[src/mini_risc_execute_unit_top_defines.svh]
// Assertion macros for the mini RISC execute unit.
// Used by mini_risc_execute_unit_top; expects i_clk and i_rst_n in scope.
`ifndef MINI_RISC_EXECUTE_UNIT_TOP_DEFINES_SVH
`define MINI_RISC_EXECUTE_UNIT_TOP_DEFINES_SVH

// ante implies cons at the same edge
`define MRE_ASSERT_IMPL(label, ante, cons, msg) \
    label: assert property (@(posedge i_clk) disable iff (!i_rst_n) (ante) |-> (cons)) \
        else $error(msg);

// cond never holds
`define MRE_ASSERT_NEVER(label, cond, msg) \
    label: assert property (@(posedge i_clk) disable iff (!i_rst_n) !(cond)) \
        else $error(msg);

`endif

[src/mre_pkg.sv]
// Shared types and constants for the mini RISC execute unit.
// No dependencies; used by mre_data_mem and mini_risc_execute_unit_top.
package mre_pkg;

    // MEM_DEPTH must be a power of two (addresses wrap by truncation)
    localparam int MEM_DEPTH = 256;
    localparam int ADDR_W    = $clog2(MEM_DEPTH);
    localparam int DATA_W    = 8;
    localparam int REG_COUNT = 8;
    localparam int PC_W      = 9;

    localparam logic [2:0]      REG_GND    = 3'd0;
    localparam logic [2:0]      REG_SWITCH = 3'd7;
    localparam logic [PC_W-1:0] PC_STEP    = 9'd2;

    typedef enum logic [3:0] {
        OP_ADD  = 4'd0,
        OP_SUB  = 4'd1,
        OP_AND  = 4'd2,
        OP_OR   = 4'd3,
        OP_ADDI = 4'd4,
        OP_LW   = 4'd5,
        OP_SW   = 4'd6,
        OP_BEQ  = 4'd7,
        OP_J    = 4'd8
    } t_op;

    typedef logic [DATA_W-1:0] t_data;
    typedef logic [ADDR_W-1:0] t_addr;

    typedef struct packed {
        logic [3:0] mode;
        logic [2:0] src_a;
        logic [2:0] src_b;
        logic [2:0] dest;
        logic [5:0] immediate;
        logic [7:0] switches;
    } t_in_word;

    typedef struct packed {
        logic       reg_write_enable;
        logic [2:0] reg_write_index;
        logic [7:0] reg_write_value;
        logic       store_enable;
        logic [7:0] store_address;
        logic [8:0] next_pc;
        logic       end_reached;
    } t_out_word;

    typedef struct packed {
        logic  rd_en;
        t_addr rd_addr;
        logic  wr_en;
        t_addr wr_addr;
        t_data wr_data;
    } t_dm_req;

endpackage

[src/mre_data_mem.sv]
// Data memory: synchronous RAM with per-entry valid bits (reads zero until
// written) and a bypass for a store landing on the same edge as the read. Uses mre_pkg.
module mre_data_mem (
    input  logic            i_clk,
    input  logic            i_rst_n,
    input  mre_pkg::t_dm_req i_req,
    output mre_pkg::t_data   o_rd_data
);
    import mre_pkg::*;

    t_data                r_mem [MEM_DEPTH];
    logic [MEM_DEPTH-1:0] r_vld;
    t_data                r_rd_data;
    t_addr                r_rd_addr;
    logic                 r_rd_ok;
    logic                 r_byp_en;
    t_addr                r_byp_addr;
    t_data                r_byp_data;

    always_ff @(posedge i_clk) begin
        if (i_req.wr_en) begin
            r_mem[i_req.wr_addr] <= i_req.wr_data;
        end
        if (i_req.rd_en) begin
            r_rd_data  <= r_mem[i_req.rd_addr];
            r_rd_addr  <= i_req.rd_addr;
            r_byp_addr <= i_req.wr_addr;
            r_byp_data <= i_req.wr_data;
        end
    end

    always_ff @(posedge i_clk) begin
        if (!i_rst_n) begin
            r_vld    <= '0;
            r_rd_ok  <= 1'b0;
            r_byp_en <= 1'b0;
        end else begin
            if (i_req.wr_en) begin
                r_vld[i_req.wr_addr] <= 1'b1;
            end
            if (i_req.rd_en) begin
                r_rd_ok  <= r_vld[i_req.rd_addr];
                r_byp_en <= i_req.wr_en;
            end
        end
    end

    always_comb begin
        if (r_byp_en && (r_byp_addr == r_rd_addr)) begin
            o_rd_data = r_byp_data;
        end else if (r_rd_ok) begin
            o_rd_data = r_rd_data;
        end else begin
            o_rd_data = '0;
        end
    end

endmodule

[src/mini_risc_execute_unit_top.sv]
// Mini RISC execute unit: register read, execute/address, memory/writeback.
// The input word is registered in r_s1, then r_s2, then r_out.
// Throughput: one word per cycle unless stalled; RF and data mem bypasses
// cover back-to-back dependencies, including load-use, without stalls.
// Reset: synchronous; it clears the register and memory valid bits.
`include "mini_risc_execute_unit_top_defines.svh"

module mini_risc_execute_unit_top (
    input  logic               i_clk,
    input  logic               i_rst_n,
    input  logic               i_in_valid,
    input  mre_pkg::t_in_word  i_in_word,
    output logic               o_in_stall,
    output logic               o_out_valid,
    output mre_pkg::t_out_word o_out_word,
    input  logic               i_out_stall
);
    import mre_pkg::*;

    typedef struct packed {
        logic            wen;
        logic [2:0]      widx;
        t_data           value;
        logic            is_lw;
        logic            is_sw;
        logic            mem_op;
        t_addr           addr;
        t_data           sdata;
        logic [PC_W-1:0] pc;
    } t_s2_word;

    // pipeline control
    logic      r_s1_v, r_s2_v, r_out_v;
    logic      out_ready, en1, en2, retire;
    t_in_word  r_s1;
    t_s2_word  r_s2, n_s2;
    t_out_word r_out, n_out;
    logic [PC_W-1:0] r_pc, n_pc;

    // register file
    t_data          r_rf [REG_COUNT];
    logic [REG_COUNT-1:0] r_rf_vld;
    t_data          r_rf_a, r_rf_b;
    logic           r_rf_a_ok, r_rf_b_ok;
    logic           r_lw_en;
    logic [2:0]     r_lw_idx;
    t_data          r_lw_val;

    t_dm_req        dm_req;
    t_data          dm_rd_data;
    t_data          w2, va, vb;
    logic [DATA_W:0] addr_sum;
    logic            wtry;
    logic [PC_W-1:0] pc_base;

    assign out_ready = !r_out_v || !i_out_stall;
    assign en2       = !r_s2_v || out_ready;
    assign en1       = !r_s1_v || en2;
    assign retire    = r_s2_v && out_ready;
    assign o_in_stall  = !en1;
    assign o_out_valid = r_out_v;
    assign o_out_word  = r_out;

    assign w2 = r_s2.is_lw ? dm_rd_data : r_s2.value;

    function automatic t_data rd_fwd(
        input logic [2:0] idx,
        input t_data      ram_val,
        input logic       ram_ok,
        input logic [7:0] sw,
        input logic       s2_hit,
        input t_data      s2_val,
        input logic       lw_hit,
        input t_data      lw_val
    );
        t_data v;
        if (idx == REG_GND) begin
            v = '0;
        end else if (idx == REG_SWITCH) begin
            v = t_data'(sw);
        end else if (s2_hit) begin
            v = s2_val;
        end else if (lw_hit) begin
            v = lw_val;
        end else if (ram_ok) begin
            v = ram_val;
        end else begin
            v = '0;
        end
        return v;
    endfunction

    always_comb begin
        va = rd_fwd(r_s1.src_a, r_rf_a, r_rf_a_ok, r_s1.switches,
                    r_s2_v && r_s2.wen && (r_s2.widx == r_s1.src_a), w2,
                    r_lw_en && (r_lw_idx == r_s1.src_a), r_lw_val);
        vb = rd_fwd(r_s1.src_b, r_rf_b, r_rf_b_ok, r_s1.switches,
                    r_s2_v && r_s2.wen && (r_s2.widx == r_s1.src_b), w2,
                    r_lw_en && (r_lw_idx == r_s1.src_b), r_lw_val);
    end

    // execute / address stage
    always_comb begin
        n_s2     = '0;
        wtry     = 1'b0;
        pc_base  = r_pc;
        addr_sum = (DATA_W+1)'(va) + (DATA_W+1)'(r_s1.immediate);
        n_s2.addr  = t_addr'(addr_sum);
        n_s2.sdata = vb;
        case (t_op'(r_s1.mode))
            OP_ADD: begin
                n_s2.value = va + vb;
                n_s2.widx  = r_s1.dest;
                wtry       = 1'b1;
            end
            OP_SUB: begin
                n_s2.value = va - vb;
                n_s2.widx  = r_s1.dest;
                wtry       = 1'b1;
            end
            OP_AND: begin
                n_s2.value = va & vb;
                n_s2.widx  = r_s1.dest;
                wtry       = 1'b1;
            end
            OP_OR: begin
                n_s2.value = va | vb;
                n_s2.widx  = r_s1.dest;
                wtry       = 1'b1;
            end
            OP_ADDI: begin
                n_s2.value = va + t_data'(r_s1.immediate);
                n_s2.widx  = r_s1.src_b;
                wtry       = 1'b1;
            end
            OP_LW: begin
                n_s2.widx   = r_s1.src_b;
                n_s2.is_lw  = 1'b1;
                n_s2.mem_op = 1'b1;
                wtry        = 1'b1;
            end
            OP_SW: begin
                n_s2.is_sw  = 1'b1;
                n_s2.mem_op = 1'b1;
            end
            OP_BEQ: begin
                if (va == vb) begin
                    pc_base = r_pc + PC_W'({r_s1.immediate, 1'b0});
                end
            end
            OP_J: begin
                pc_base = PC_W'({r_s1.immediate, 1'b0});
            end
            default: begin
            end
        endcase
        n_s2.wen = wtry && (n_s2.widx != REG_GND) && (n_s2.widx != REG_SWITCH);
        n_pc     = pc_base + PC_STEP;
        n_s2.pc  = n_pc;
    end

    // result word
    always_comb begin
        n_out                  = '0;
        n_out.reg_write_enable = r_s2.wen;
        n_out.reg_write_index  = r_s2.wen ? r_s2.widx : 3'd0;
        n_out.reg_write_value  = r_s2.wen ? 8'(w2) : 8'd0;
        n_out.store_enable     = r_s2.is_sw;
        n_out.store_address    = r_s2.mem_op ? 8'(r_s2.addr) : 8'd0;
        n_out.next_pc          = r_s2.pc;
        n_out.end_reached      = 32'(r_s2.pc) >= 32'(MEM_DEPTH);
    end

    always_comb begin
        dm_req.rd_en   = en2;
        dm_req.rd_addr = n_s2.addr;
        dm_req.wr_en   = retire && r_s2.is_sw;
        dm_req.wr_addr = r_s2.addr;
        dm_req.wr_data = r_s2.sdata;
    end

    mre_data_mem u_dmem (
        .i_clk     (i_clk),
        .i_rst_n   (i_rst_n),
        .i_req     (dm_req),
        .o_rd_data (dm_rd_data)
    );

    // register file RAM
    always_ff @(posedge i_clk) begin
        if (retire && r_s2.wen) begin
            r_rf[r_s2.widx] <= w2;
        end
        if (en1) begin
            r_rf_a   <= r_rf[i_in_word.src_a];
            r_rf_b   <= r_rf[i_in_word.src_b];
            r_lw_idx <= r_s2.widx;
            r_lw_val <= w2;
        end
    end

    always_ff @(posedge i_clk) begin
        if (!i_rst_n) begin
            r_rf_vld  <= '0;
            r_rf_a_ok <= 1'b0;
            r_rf_b_ok <= 1'b0;
            r_lw_en   <= 1'b0;
            r_s1_v    <= 1'b0;
            r_s2_v    <= 1'b0;
            r_out_v   <= 1'b0;
            r_pc      <= '0;
        end else begin
            if (retire && r_s2.wen) begin
                r_rf_vld[r_s2.widx] <= 1'b1;
            end
            if (en1) begin
                r_rf_a_ok <= r_rf_vld[i_in_word.src_a];
                r_rf_b_ok <= r_rf_vld[i_in_word.src_b];
                r_lw_en   <= retire && r_s2.wen;
                r_s1_v    <= i_in_valid;
            end
            if (en2) begin
                r_s2_v <= r_s1_v;
            end
            if (out_ready) begin
                r_out_v <= r_s2_v;
            end
            if (r_s1_v && en2) begin
                r_pc <= n_pc;
            end
        end
    end

    always_ff @(posedge i_clk) begin
        if (en1) begin
            r_s1 <= i_in_word;
        end
        if (en2) begin
            r_s2 <= n_s2;
        end
        if (out_ready) begin
            r_out <= n_out;
        end
    end

    `MRE_ASSERT_IMPL(a_stall_only_when_full, o_in_stall, r_s1_v && r_s2_v && r_out_v, "input stalled with a free stage")
    `MRE_ASSERT_IMPL(a_no_write_fixed_regs, o_out_valid && o_out_word.reg_write_enable, (o_out_word.reg_write_index != REG_GND) && (o_out_word.reg_write_index != REG_SWITCH), "write to fixed register")
    `MRE_ASSERT_NEVER(a_store_no_regwrite, r_s2_v && r_s2.is_sw && r_s2.wen, "store also writes a register")

endmodule

[config.mk]
export PLATFORM = sky130hd
export DESIGN_NAME = mini_risc_execute_unit_top
export DESIGN_NICKNAME = d
export VERILOG_FILES = /design/src/mre_pkg.sv /design/src/mre_data_mem.sv /design/src/mini_risc_execute_unit_top.sv
export VERILOG_INCLUDE_DIRS = /design/src /design/src/src
export SDC_FILE = /design/constraint.sdc
export NUM_CORES = 2
export LEC_CHECK = 0
export ABC_AREA = 0
export BUFFER_PORTS_ARGS = -buffer_cell sky130_fd_sc_hd__buf_2
export CORE_ASPECT_RATIO = 1.25
export CORE_MARGIN = 4
export CORE_UTILIZATION = 36
export DETAILED_ROUTE_END_ITERATION = 8
export SYNTH_ARGS = -nofsm -noshare
export SYNTH_HDL_FRONTEND = slang
export SYNTH_SLANG_ARGS = --single-unit
[constraint.sdc]
create_clock -name i_clk -period 6.66 [get_ports i_clk]
set_clock_uncertainty 0.2 [all_clocks]
set_input_delay 0.666 -clock i_clk [delete_from_list [all_inputs] [get_ports i_clk]]
set_output_delay 0.666 -clock i_clk [all_outputs]
set_load 0.02 [all_outputs]
==> results.py <==
metrics = {
    "status": {
        "status": "finished clean",
    },
    "layout": {
        "multi_input_area_mm2": 0.02620,
        "final_core_util": 0.4112,
        "area_growth_pct": 13.67,
        "nets": 5581,
        "layout-drive-gt1-share": 0.2257,
        "seq_area_mm2": 0.07352,
        "fillCellCount": 24470,
    },
    "cts": {
        "cts.sinks": 2542,
        "numCtsBuffers": 238,
        "clkLatencyLatePin_ns": 0.89,
        "tritoncts": "done",
        "cts_root_buffer": "clkbuf_16",
        "clk_pin_slew_ns": 0.06,
        "htreeDepth": 4,
        "cts.path.max_buffers": 4,
    },
    "worst_setup_path": {
        "critPathArrivalTime_ns": 6.83,
        "reg2reg_from": "u_dmem.r_byp_addr[2]",
        "critPathRequiredTime_ns": 7.07,
        "cp_max_fo": 9,
        "end_kind": "flip-flop",
        "crit_type": "flip-flop to flip-flop",
        "r2r_end": "u_dmem.r_rd_data[0]",
        "critPathLaunchType": "flip-flop",
        "r2r_slack_ns": 0.24,
        "reg2regPathDepth": 22,
    },
    "timing": {
        "tightest_slew_ns": 1.198,
        "slew_viol_final": 0,
        "period_share": 0.9646,
        "min_period_ns": 6.424,
        "setup_viol": 0,
        "rsz0062_at_grt": "no",
        "hold_viol": 0,
        "fmax_mhz": 155.7,
        "slew_headroom": 0.2013,
        "finalSetupTns_ns": 0,
    },
    "grt": {
        "grt_pass1_vias": 52040,
        "grt_use_total": 0.1735,
        "grt_pass1_wl_mm": 372.0,
        "antenna_found_initial": 1,
        "overflow": 0,
        "grt_max_degree": 198,
    },
    "routing": {
        "ant_nets": 0,
        "wl_per_cell_um": 27.25,
        "viasPerCell": 5.401,
        "dr_total_vias": 50980,
        "drcViolationCount": 0,
        "totalWireLength_mm": 257.2,
        "drt_iter0_drc": 5464,
        "firstDrtPassIters": 6,
    },
    "logic_synthesis": {
        "synth.yosys.seq_area_share": 0.7275,
        "ys_ff_latch": 2542,
        "ys_types": 80,
        "synth_top_area_share": 0.6718,
        "synth_warnings": 0,
        "synthArstFlopShare": 0,
        "yosys.area.top_type": "edfxtp_1",
        "yosys_most_used_dff": "edfxtp_1",
        "synthCells": 5327,
        "syn_nets": 5395,
        "syn_area_mm2": 0.1011,
        "syn_area_per_cell_um2": 18.97,
        "netlist_top_cells_area": "edfxtp_1, mux4_2, dfxtp_1",
        "synth_enable_flop_cells": 2261,
    },
    "power": {
        "p_leak_nw": 37.36,
        "finalPower_mw": 34.42,
        "peakVddDrop_v": 0.0002355,
        "power_density_mw_per_mm2": 299.6,
    },
    "place": {
        "dp_hpwl_mm": 158.3,
        "port_buffers": 63,
        "globalplace.congestion": 0.8775,
    },
    "floorplanning": {
        "die_h_um": 600.4,
        "ios": 64,
        "start_util": 0.3617,
        "die-width_um": 481.9,
        "placementRows": 217,
        "die_area_mm2": 0.2893,
        "core-area_mm2": 0.2794,
    },
    "run": {
        "drv_cap": 0,
    },
    "worst_hold_path": {
        "hp-class": "input pin to flip-flop",
        "min_to": "u_dmem.r_vld[4]",
        "hold_start": "i_rst_n",
        "hold_depth": 2,
    },
}
metrics by stage:
step / std cells / hold WS, ns / setup WS [ns] / instance area, µm²
finish: 9439 / 0.03615 / 0.2359 / 114900
global route: 9439 / 0.02911 / 0.02771 / 114900
CTS: 9435 / 0.006819 / 0.1075 / 114800
detailed placement: 8969 / 0.2045 / 0.1448 / 106600
global placement: 8969 / 0.2048 / 0.1618 / 106600
floorplan: 5327 / 0.2003 / 0.4352 / 101100
metal layers:
| metal | wire length [µm] | global-route usage |
|---|---|---|
| met5 | 0 | 0 |
| met4 | 8514 | 0.05390 |
| met2 | 131300 | 0.3004 |
| met1 | 103500 | 0.2280 |
| met3 | 13900 | 0.02136 |
what timing repair did:
action	in CTS	in global routing
hold endpoints to repair	24	0
hold buffers	24	0
setup buffers	0	2
endpoints found under the setup margin	0	17
resized for setup	0	19
report_power, final:
| part | total [mW] | switching, mW | internal, mW |
|---|---|---|---|
| Sequential | 17.5 | 0.0635 | 17.4 |
| Combinational | 3.15 | 1.95 | 1.20 |
| Clock | 13.8 | 5.91 | 7.86 |
cell type report:
type / instances / share of cell area
clock buffer: 348 / 0.06054
antenna: 1 / 0.00002178
timing repair buffer: 264 / 0.02120
clock inverter: 94 / 0.008114
inverter: 44 / 0.001492
multi-input combinational: 2423 / 0.2281
sequential: 2542 / 0.6400
tap: 3723 / 0.04055
sequential cells by signal, summed over array words and instances (netlist names), 9 cells and up:
| name | cells |
|---|---|
| u_dmem.r_mem | 2048 |
| r_s1 | 27 |
| o_out_word | 31 |
| r_pc | 9 |
| u_dmem.r_vld | 256 |
| r_s2 | 13 |
| n_out | 11 |
| r_rf | 64 |
layout by cell type (no fill, tap or decap), types with 57 or more instances in the layout:
cell and instances:
edfxtp_1 2261, mux4_2 614, mux2i_1 362, nor2_1 320, dfxtp_1 281, o21a_1 271, nand2_1 255, clkbuf_16 251
buf_4 134, nand3_1 82, a21oi_1 65, clkbuf_1 65, buf_2 62, o21ai_0 57
Yosys cell counts, types with 17 or more instances:
library cell,number
mux4_2,614
buf_2,36
xnor2_1,19
buf_4,23
dfxtp_1,281
and2_1,28
nand2_1,265
mux2i_1,372
mux2_2,21
buf_1,27
o21ai_0,58
clkbuf_1,230
xor2_1,17
nor2_1,320
o211ai_1,26
o21a_1,271
ha_1,35
edfxtp_1,2261
a211oi_1,28
a21oi_1,65
nand3_1,88
nor2b_1,21
inv_1,40
worst max-delay path, stage by stage, from the launching register on:
cell,delay (ns)
edfxtp_1,0.38
xor2_1,0.19
or4b_4,0.57
nor3_2,0.24
buf_4,0.20
o211ai_1,0.11
o21ai_0,0.17
nand2_1,0.09
o21ai_0,0.08
o21ai_0,0.12
nand2_1,0.15
inv_1,0.09
ha_1,0.40
o21a_1,0.19
a311o_1,0.39
a31oi_4,0.29
o21ai_0,0.16
nand4_1,0.13
o21a_1,0.14
xor2_1,0.81
inv_2,0.39
mux2i_1,0.52
o211ai_1,0.14
cells by family (layout without fill, tap and decap cells):
| kind of cell | count (synthesis) | count (layout) | synth area share |
|---|---|---|---|
| mux | 1007 | 1007 | 0.1760 |
| xor+xnor | 39 | 39 | 0.003826 |
| simple gates | 798 | 798 | 0.03465 |
| flops | 2542 | 2542 | 0.7275 |
| fa+ha+maj | 38 | 38 | 0.004841 |
| buf+inv | 362 | 750 | 0.01492 |
| compound gates | 541 | 541 | 0.03823 |
| other cells | 0 | 1 | 0 |
worst max-delay path by stage:
stage | slack [ns] | depth (start not counted) | from | end
after CTS | 0.11 | 24 | u_dmem.r_rd_addr[2] | u_dmem.r_rd_ok
after global placement | 0.16 | 24 | u_dmem.r_rd_addr[2] | u_dmem.r_rd_data[3]
after floorplan | 0.44 | 23 | u_dmem.r_rd_addr[2] | u_dmem.r_rd_data[1]
after global routing | 0.03 | 24 | u_dmem.r_rd_addr[2] | u_dmem.r_rd_data[0]
after detailed placement | 0.14 | 24 | u_dmem.r_rd_addr[2] | u_dmem.r_rd_ok
final | 0.24 | 22 | u_dmem.r_byp_addr[2] | u_dmem.r_rd_data[0]
Note: power is estimated with default switching activity, not from simulation.
